File: src/pchr_pkg.sv
// Package for the pulse counter with hourly rate: widths, time constants,
// register indexes and the sequencer state type. No dependencies.

package pchr_pkg;

    // Default width of the event counter
    localparam int COUNT_WIDTH_DEF = 32;

    // Field widths
    localparam int PERIOD_W = 16;
    localparam int RCOUNT_W = 32;
    localparam int RATE_W   = 22;
    localparam int TICK_W   = 32;
    localparam int TOTAL_W  = 32;

    // Divider geometry: 22-bit dividend, 32-bit divisor, one quotient bit a cycle
    localparam int DVD_W = RATE_W;
    localparam int DVS_W = TICK_W;
    localparam int DCNT_W = $clog2(DVD_W + 1);

    // Time constants
    localparam int SEC_PER_MIN = 60;
    localparam int MS_PER_SEC  = 1000;
    localparam int HALVES      = 2;
    localparam logic [DVD_W-1:0] MS_PER_HOUR =
        DVD_W'(SEC_PER_MIN * SEC_PER_MIN * MS_PER_SEC);
    localparam logic [DVD_W-1:0] MS_PER_HALF_HOUR =
        DVD_W'(SEC_PER_MIN * SEC_PER_MIN * MS_PER_SEC / HALVES);

    // Configuration register indexes
    localparam int CFG_IDX_W = 2;
    typedef logic [CFG_IDX_W-1:0] t_cfg_idx;
    localparam t_cfg_idx CFG_TICK_PERIOD   = 2'd0;
    localparam t_cfg_idx CFG_RESTORE_COUNT = 2'd1;
    localparam t_cfg_idx CFG_RESTORE_RATE  = 2'd2;
    localparam int CFG_DATA_W = 32;
    localparam logic [PERIOD_W-1:0] PERIOD_RST = 16'd1000;

    // Stream widths, padded to whole bytes
    localparam int IN_DATA_W  = 8;
    localparam int OUT_DATA_W = 56;

    // Per-tick sequencer
    typedef enum logic [2:0] {
        ST_IDLE,
        ST_HALF_P,
        ST_HALF_R,
        ST_EDGE,
        ST_RATE_P,
        ST_RATE_T,
        ST_FIN
    } t_state;

endpackage

File: src/pchr_div.sv
// Bit-serial restoring divider for the pulse counter: one quotient bit per
// cycle through a shift register. Uses pchr_pkg for widths.

module pchr_div (
    input  logic                       i_clk,
    input  logic                       i_rst_n,
    input  logic                       i_start,
    input  logic [pchr_pkg::DVD_W-1:0] i_dividend,
    input  logic [pchr_pkg::DVS_W-1:0] i_divisor,
    output logic                       o_done,
    output logic [pchr_pkg::DVD_W-1:0] o_quotient
);

    localparam int DVD_W  = pchr_pkg::DVD_W;
    localparam int DVS_W  = pchr_pkg::DVS_W;
    localparam int DCNT_W = pchr_pkg::DCNT_W;

    logic [DVD_W-1:0]  r_quo;
    logic [DVS_W-1:0]  r_rem;
    logic [DVS_W-1:0]  r_dvs;
    logic [DCNT_W-1:0] r_cnt;
    logic              r_done;

    logic [DVS_W:0]   trial;
    logic [DVS_W-1:0] n_rem;
    logic             q_bit;

    // Trial subtract of the divisor from the remainder with the next dividend bit
    always_comb begin
        trial = {r_rem, r_quo[DVD_W-1]} - {1'b0, r_dvs};
        if (!trial[DVS_W]) begin
            n_rem = trial[DVS_W-1:0];
            q_bit = 1'b1;
        end else begin
            n_rem = {r_rem[DVS_W-2:0], r_quo[DVD_W-1]};
            q_bit = 1'b0;
        end
    end

    // Step counter and done pulse
    always_ff @(posedge i_clk) begin
        if (!i_rst_n) begin
            r_cnt  <= '0;
            r_done <= 1'b0;
        end else if (i_start) begin
            r_cnt  <= DCNT_W'(DVD_W);
            r_done <= 1'b0;
        end else begin
            r_done <= (r_cnt == DCNT_W'(1));
            if (r_cnt != '0) begin
                r_cnt <= r_cnt - DCNT_W'(1);
            end
        end
    end

    // Shift dividend bits out at the top, quotient bits in at the bottom
    always_ff @(posedge i_clk) begin
        if (i_start) begin
            r_quo <= i_dividend;
            r_rem <= '0;
            r_dvs <= i_divisor;
        end else if (r_cnt != '0) begin
            r_quo <= {r_quo[DVD_W-2:0], q_bit};
            r_rem <= n_rem;
        end
    end

    assign o_done     = r_done;
    assign o_quotient = r_quo;

endmodule

File: src/pulse_counter_hourly_rate.sv
// Pulse counter with hourly rate measurement. Each transfer on the input stream
// is one scan tick carrying the sampled line level; each tick yields one result
// with the running edge count and the hourly rate of the last edge-to-edge
// interval. A tick without an edge passes through ST_EDGE and ST_FIN, and ST_FIN
// writes its result into the output register once that register is free; the
// sequencer then returns to ST_IDLE to take the next tick. A rising edge adds two
// serial divisions (3600000 / period, then by the ticks since the previous edge);
// the first tick after reset with a nonzero restore rate adds two more divisions
// to seed the tick counter. The bit-serial divider produces one quotient bit per
// cycle over a 22-bit dividend. A finished result waits in the output register
// while the next tick is taken.
// Configuration must be written by the user only while no tick is in flight; the
// block itself does not enforce this. Uses pchr_pkg and pchr_div.

module pulse_counter_hourly_rate #(
    parameter int COUNT_WIDTH = pchr_pkg::COUNT_WIDTH_DEF
) (
    input  logic                                 i_clk,
    input  logic                                 i_rst_n,
    // tick stream; tdata: [0] pulse_level, [7:1] zero
    input  logic                                 i_s_axis_tvalid,
    output logic                                 o_s_axis_tready,
    input  logic [pchr_pkg::IN_DATA_W-1:0]       i_s_axis_tdata,
    // result stream; tdata: [31:0] event_total, [53:32] events_per_hour, [55:54] zero
    output logic                                 o_m_axis_tvalid,
    input  logic                                 i_m_axis_tready,
    output logic [pchr_pkg::OUT_DATA_W-1:0]      o_m_axis_tdata,
    // configuration write channel
    input  logic                                 i_cfg_valid,
    output logic                                 o_cfg_ready,
    input  pchr_pkg::t_cfg_idx                   i_cfg_index,
    input  logic [pchr_pkg::CFG_DATA_W-1:0]      i_cfg_data
);

    localparam int CW       = COUNT_WIDTH;
    localparam int EW       = (CW > pchr_pkg::TOTAL_W) ? CW : pchr_pkg::TOTAL_W;
    localparam int PERIOD_W = pchr_pkg::PERIOD_W;
    localparam int RATE_W   = pchr_pkg::RATE_W;
    localparam int TICK_W   = pchr_pkg::TICK_W;
    localparam int TOTAL_W  = pchr_pkg::TOTAL_W;
    localparam int DVD_W    = pchr_pkg::DVD_W;
    localparam int DVS_W    = pchr_pkg::DVS_W;
    localparam int OUT_W    = pchr_pkg::OUT_DATA_W;
    localparam int PAD_W    = OUT_W - RATE_W - TOTAL_W;

    // Configuration registers
    logic [PERIOD_W-1:0]             r_period;
    logic [pchr_pkg::RCOUNT_W-1:0]   r_rcount;
    logic [RATE_W-1:0]               r_rrate;

    // Tick state
    pchr_pkg::t_state  r_state, n_state;
    logic              r_first, n_first;
    logic              r_prev, n_prev;
    logic              r_level, n_level;
    logic [TICK_W-1:0] r_ticks, n_ticks;
    logic [CW-1:0]     r_edge, n_edge;
    logic [RATE_W-1:0] r_rate, n_rate;
    logic              r_out_valid, n_out_valid;
    logic [OUT_W-1:0]  r_out_data, n_out_data;

    // Divider hookup
    logic             div_start;
    logic [DVD_W-1:0] div_dividend;
    logic [DVS_W-1:0] div_divisor;
    logic             div_done;
    logic [DVD_W-1:0] div_quo;

    logic [PERIOD_W-1:0] period_eff;
    logic [TICK_W-1:0]   ticks_eff;
    logic [EW-1:0]       rcount_wide;
    logic [EW-1:0]       edge_wide;

    pchr_div u_div (
        .i_clk      (i_clk),
        .i_rst_n    (i_rst_n),
        .i_start    (div_start),
        .i_dividend (div_dividend),
        .i_divisor  (div_divisor),
        .o_done     (div_done),
        .o_quotient (div_quo)
    );

    assign o_cfg_ready = 1'b1;

    // Capture configuration writes; unknown indexes are dropped
    always_ff @(posedge i_clk) begin
        if (!i_rst_n) begin
            r_period <= pchr_pkg::PERIOD_RST;
            r_rcount <= '0;
            r_rrate  <= '0;
        end else if (i_cfg_valid) begin
            case (i_cfg_index)
                pchr_pkg::CFG_TICK_PERIOD:   r_period <= i_cfg_data[PERIOD_W-1:0];
                pchr_pkg::CFG_RESTORE_COUNT: r_rcount <= i_cfg_data[pchr_pkg::RCOUNT_W-1:0];
                pchr_pkg::CFG_RESTORE_RATE:  r_rrate  <= i_cfg_data[RATE_W-1:0];
                default: ;
            endcase
        end
    end

    // Zero period and zero tick count both count as one
    assign period_eff  = (r_period == '0) ? PERIOD_W'(1) : r_period;
    assign ticks_eff   = (r_ticks == '0) ? TICK_W'(1) : r_ticks;
    assign rcount_wide = EW'(r_rcount);
    assign edge_wide   = EW'(r_edge);

    assign o_s_axis_tready = (r_state == pchr_pkg::ST_IDLE);
    assign o_m_axis_tvalid = r_out_valid;
    assign o_m_axis_tdata  = r_out_data;

    // Sequencer: next state, divider requests and datapath updates
    always_comb begin
        n_state      = r_state;
        n_first      = r_first;
        n_prev       = r_prev;
        n_level      = r_level;
        n_ticks      = r_ticks;
        n_edge       = r_edge;
        n_rate       = r_rate;
        n_out_data   = r_out_data;
        n_out_valid  = r_out_valid && !i_m_axis_tready;
        div_start    = 1'b0;
        div_dividend = pchr_pkg::MS_PER_HALF_HOUR;
        div_divisor  = DVS_W'(period_eff);

        case (r_state)
            pchr_pkg::ST_IDLE: begin
                if (i_s_axis_tvalid) begin
                    n_level = i_s_axis_tdata[0];
                    n_state = pchr_pkg::ST_EDGE;
                    // Load restore values on the first tick after reset
                    if (r_first) begin
                        n_first = 1'b0;
                        n_edge  = rcount_wide[CW-1:0];
                        n_rate  = r_rrate;
                        if (r_rrate != '0) begin
                            div_start = 1'b1;
                            n_state   = pchr_pkg::ST_HALF_P;
                        end else begin
                            n_ticks = TICK_W'(1);
                        end
                    end
                end
            end
            pchr_pkg::ST_HALF_P: begin
                if (div_done) begin
                    div_start    = 1'b1;
                    div_dividend = div_quo;
                    div_divisor  = DVS_W'(r_rrate);
                    n_state      = pchr_pkg::ST_HALF_R;
                end
            end
            pchr_pkg::ST_HALF_R: begin
                if (div_done) begin
                    n_ticks = TICK_W'(div_quo);
                    n_state = pchr_pkg::ST_EDGE;
                end
            end
            pchr_pkg::ST_EDGE: begin
                if (!r_prev && r_level) begin
                    n_edge       = r_edge + CW'(1);
                    div_start    = 1'b1;
                    div_dividend = pchr_pkg::MS_PER_HOUR;
                    n_state      = pchr_pkg::ST_RATE_P;
                end else begin
                    n_state = pchr_pkg::ST_FIN;
                end
            end
            pchr_pkg::ST_RATE_P: begin
                if (div_done) begin
                    div_start    = 1'b1;
                    div_dividend = div_quo;
                    div_divisor  = ticks_eff;
                    n_state      = pchr_pkg::ST_RATE_T;
                end
            end
            pchr_pkg::ST_RATE_T: begin
                if (div_done) begin
                    n_rate  = div_quo;
                    n_ticks = '0;
                    n_state = pchr_pkg::ST_FIN;
                end
            end
            pchr_pkg::ST_FIN: begin
                // Hold until the output register is free, then advance the tick count
                if (!r_out_valid || i_m_axis_tready) begin
                    n_prev      = r_level;
                    n_ticks     = (r_ticks == '1) ? r_ticks : r_ticks + TICK_W'(1);
                    n_out_valid = 1'b1;
                    n_out_data  = {PAD_W'(0), r_rate, edge_wide[TOTAL_W-1:0]};
                    n_state     = pchr_pkg::ST_IDLE;
                end
            end
            default: n_state = pchr_pkg::ST_IDLE;
        endcase
    end

    // Control state
    always_ff @(posedge i_clk) begin
        if (!i_rst_n) begin
            r_state     <= pchr_pkg::ST_IDLE;
            r_first     <= 1'b1;
            r_prev      <= 1'b0;
            r_ticks     <= '0;
            r_edge      <= '0;
            r_rate      <= '0;
            r_out_valid <= 1'b0;
        end else begin
            r_state     <= n_state;
            r_first     <= n_first;
            r_prev      <= n_prev;
            r_ticks     <= n_ticks;
            r_edge      <= n_edge;
            r_rate      <= n_rate;
            r_out_valid <= n_out_valid;
        end
    end

    // Payload
    always_ff @(posedge i_clk) begin
        r_level    <= n_level;
        r_out_data <= n_out_data;
    end

endmodule

File: config.mk
export PLATFORM = sky130hd
export DESIGN_NAME = pulse_counter_hourly_rate
export DESIGN_NICKNAME = d
export VERILOG_FILES = /design/src/pchr_pkg.sv /design/src/pchr_div.sv /design/src/pulse_counter_hourly_rate.sv
export SDC_FILE = /design/constraint.sdc
export NUM_CORES = 1
export LEC_CHECK = 0
export BUFFER_PORTS_ARGS = -buffer_cell sky130_fd_sc_hd__buf_2
export CAP_MARGIN = 20
export CORE_MARGIN = 2
export CORE_UTILIZATION = 55
export CTS_CLUSTER_DIAMETER = 30
export DETAILED_ROUTE_END_ITERATION = 7
export GPL_TIMING_DRIVEN = 0
export MAX_ROUTING_LAYER = met4
export PLACE_DENSITY_LB_ADDON = 0.15
export SYNTH_ARGS = -nofsm -noshare
export SYNTH_HDL_FRONTEND = slang
export SYNTH_SLANG_ARGS = --single-unit
File: constraint.sdc
create_clock -name i_clk -period 3 [get_ports i_clk]
set_input_delay 0.6 -clock i_clk [delete_from_list [all_inputs] [get_ports i_clk]]
set_output_delay 0.6 -clock i_clk [all_outputs]
set_load 0.05 [all_outputs]
==> impl_metrics.tcl <==
set metrics [dict create \
    die_h_um 170 \
    placed_cells 2149 \
    cap_viol_max_count 0 \
    cts_buffer_depth 3 \
    syn_area_um2 15100 \
    fp.dieArea_um2 28800 \
    yosysUniqueCellTypes 80 \
    critPathLaunch "u_div.o_quotient[21]" \
    drtPass1Iterations 6 \
    holdCritStartpoint "i_s_axis_tdata[0]" \
    hold_violations 0 \
    cp_common_cell "a21oi_4" \
    grt_max_degree 42 \
    worstPathRequired_ns 3.49 \
    worstPathArrival_ns 3.49 \
    vias_per_cell 6.08 \
    p_per_area_nw_per_um2 1070 \
    cp_slowest_cell "edfxtp_1" \
    setup_violations 0 \
    wl_per_cell_um 20.2 \
    grt_overflow 0 \
    status "finished, final reports clean" \
    seq_area_frac_synth_pct 48.1 \
    grt_usage_pct 32.3 \
    synth_edf_count 109 \
    drive_gt1_share_pct 16.9 \
    synth_top_area_cell "dfxtp_1" \
    drc 0 \
    fin_cells 2285 \
    critPathMaxStageDelay_ns 0.40 \
    area_growth_syn_to_layout_pct 24.4 \
    rows 60 \
    min_path_type "in2reg" \
    cp_cell_sequence "inv_2 > ha_4 > fa_2 > nand2b_4 > a21oi_4 > o21ai_4 > a21oi_4 > o31ai_4 > a31oi_4 > xor2_4 > buf_12 > buf_6 > mux2_4 > a21oi_2" \
    synth_top_area_share_pct 26.5 \
    num_vias 13900 \
    ys.flop_type "dfxtp_1" \
    synth.area.top_cells "dfxtp_1 26%, edfxtp_1 22%, nand2_1 6.3%" \
    yosysWarnings 0 \
    synth.avg_cell_area_um2 8.85 \
    final_nets 1977 \
    cts-root-buf "clkbuf_16" \
    vdd_drop_max_v 0.000662 \
    max_freq_mhz 334 \
    path_class "reg2reg" \
    cts.sink_count 309 \
    multi_input_area_um2 7470 \
    cts_buffers 60 \
    final_util_pct 69.8 \
    p_leak_uw 0.00713 \
    finalCritPeriodShare_pct 99.8 \
    port_buffers 94 \
    clkLatencyLatePin_ns 0.58 \
    grt_pass1_vias 13100 \
    worstReg2RegStart "u_div.o_quotient[21]" \
    grt_pass1_wl_mm 70.8 \
    synth_most_common_cell "nand2_1" \
    ant_nets 0 \
    startpoint_type "flop" \
    ys_async_sr_fraction_pct 0 \
    num-fill-cells 2142 \
    htree_levels 2 \
    synthCells 1710 \
    finalPower_uw 20200 \
    critical_path.max_fanout 6 \
    maxSlewHeadroom_pct 31.8 \
    regArea_um2 7280 \
    place_congestion 0.954 \
    cts_tree "yes" \
    rsz0062_at_grt "true" \
    holdBufCountCts 0 \
    worst_pin_slew_ns 1.02 \
    hpwl_mm 32.5 \
    antenna_found_initial 0 \
    slew_violations 0 \
    finalCriticalPeriod_ns 2.99 \
    initial_core_util_pct 56.1 \
    synthTopCellsByCount "254 x nand2_1, 200 x dfxtp_1, 165 x a21oi_1, 161 x nor2_1, 109 x edfxtp_1" \
    n_antenna_cell 0 \
    synth-seq-cells 309 \
    die_w_um 170 \
    finalClockSkew_ns 0.0275 \
    cts.reportedPaths.clkPinSlew_ns 0.05 \
    end_kind "flop" \
    core_area_um2 27000 \
    routed_wl_mm 46.1 \
    drtIter0Drc 1333 \
    pin_count 106 \
]
-- sequential cells by signal, indices dropped and copies added, names as in the netlist, 32 cells and up --
signal / cells
u_div.r_rem: 32
edge_wide: 32
o_m_axis_tdata: 54
r_ticks: 32
r_rcount: 32
u_div.r_dvs: 32
-- report_power, final --
part	switching, uW	internal (uW)	total, uW
logic	4120	3480	7610
registers	528	5150	5680
clock network	2350	4580	6930
-- final timing paths --
path | endpoint | slack, ns | depth (start not counted)
max | u_div.r_rem[0] | 0.006 | 14
min | r_level | 0.27 | 1
max reg2reg | u_div.r_rem[0] | 0.006 | 14
min reg2reg | o_m_axis_tdata[44] | 0.43 | 0
-- metrics by stage --
| step | setup TNS (ns) | area [um^2] | hold slack, ns | setup slack (ns) |
|---|---|---|---|---|
| after floorplan | 0 | 15100 | 0.409 | 0.0868 |
| after global placement | -90.49 | 16000 | 0.420 | -1.03 |
| after detailed placement | -54.51 | 16100 | 0.416 | -0.660 |
| after CTS | -2.55 | 18600 | 0.259 | -0.124 |
| after global routing | -0.576 | 18800 | 0.261 | -0.0599 |
| final | 0 | 18800 | 0.271 | 0.00606 |
-- metal layers --
| metal | share of wire [%] | vias to the layer above | track usage, % | routed length (um) |
|---|---|---|---|---|
| met2 | 47 | 563 | 50.9 | 21600 |
| li1 | - | 6504 | - | - |
| met5 | 0 | - | - | 0 |
| met1 | 42 | 6713 | 41.5 | 19600 |
| met3 | 7.2 | 114 | 5.86 | 3300 |
| met4 | 3.5 | 0 | 12.9 | 1630 |
-- cell usage in the layout, fill, tap and decap left out, types with 29 or more instances in the layout --
cell type / synthesis / final
and3_1: 39 / 37
clkbuf_16: 0 / 63
a21oi_1: 165 / 157
clkbuf_1: 97 / 92
nand2_1: 254 / 254
a22oi_1: 36 / 36
nand3_1: 58 / 58
inv_1: 46 / 44
edfxtp_1: 109 / 109
dfxtp_1: 200 / 199
ha_1: 37 / 29
nor2_1: 161 / 160
o21ai_0: 105 / 102
xnor2_1: 30 / 30
buf_2: 7 / 101
-- kinds of logic (layout without fill, tap and decap cells) --
family                   Yosys count  in the layout  synth area share (%)
AO/OA/AOI/OAI                    459            459                  19.2
XOR/XNOR                          59             59                  3.54
adder cells (fa/ha/maj)           38             38                  3.19
buffers and inverters            166            399                  4.52
flip-flops                       309            309                  48.1
multiplexers                      28             28                  1.88
other                              2              3                0.0496
AND/OR/NAND/NOR                  649            649                  19.5
-- repair_timing --
| action | in CTS | in global routing |
|---|---|---|
| gates cloned | 4 | 0 |
| pin swaps | 20 | 27 |
| buffers inserted | 12 | 11 |
| setup endpoints to repair | 113 | 70 |
| resized for setup | 44 | 45 |
-- cell type report --
cell class	instances	area share, %
Tap cell	341	2.27
Clock buffer	67	8.56
Inverter	47	0.938
Timing Repair Buffer	121	4.18
Sequential cell	309	38.7
Clock inverter	47	2.80
Multi-Input combinational cell	1236	39.7
Buffer	117	2.89
-- worst max-delay path, delay by kind of cell (launching register included) --
family | cells | cell delay (ns)
xor+xnor | 1 | 0.23
mux | 1 | 0.29
flops | 1 | 0.40
simple gates | 1 | 0.17
buf+inv | 3 | 0.36
compound gates | 6 | 0.91
fa+ha+maj | 2 | 0.52
Power figures use the tool's default switching activity.
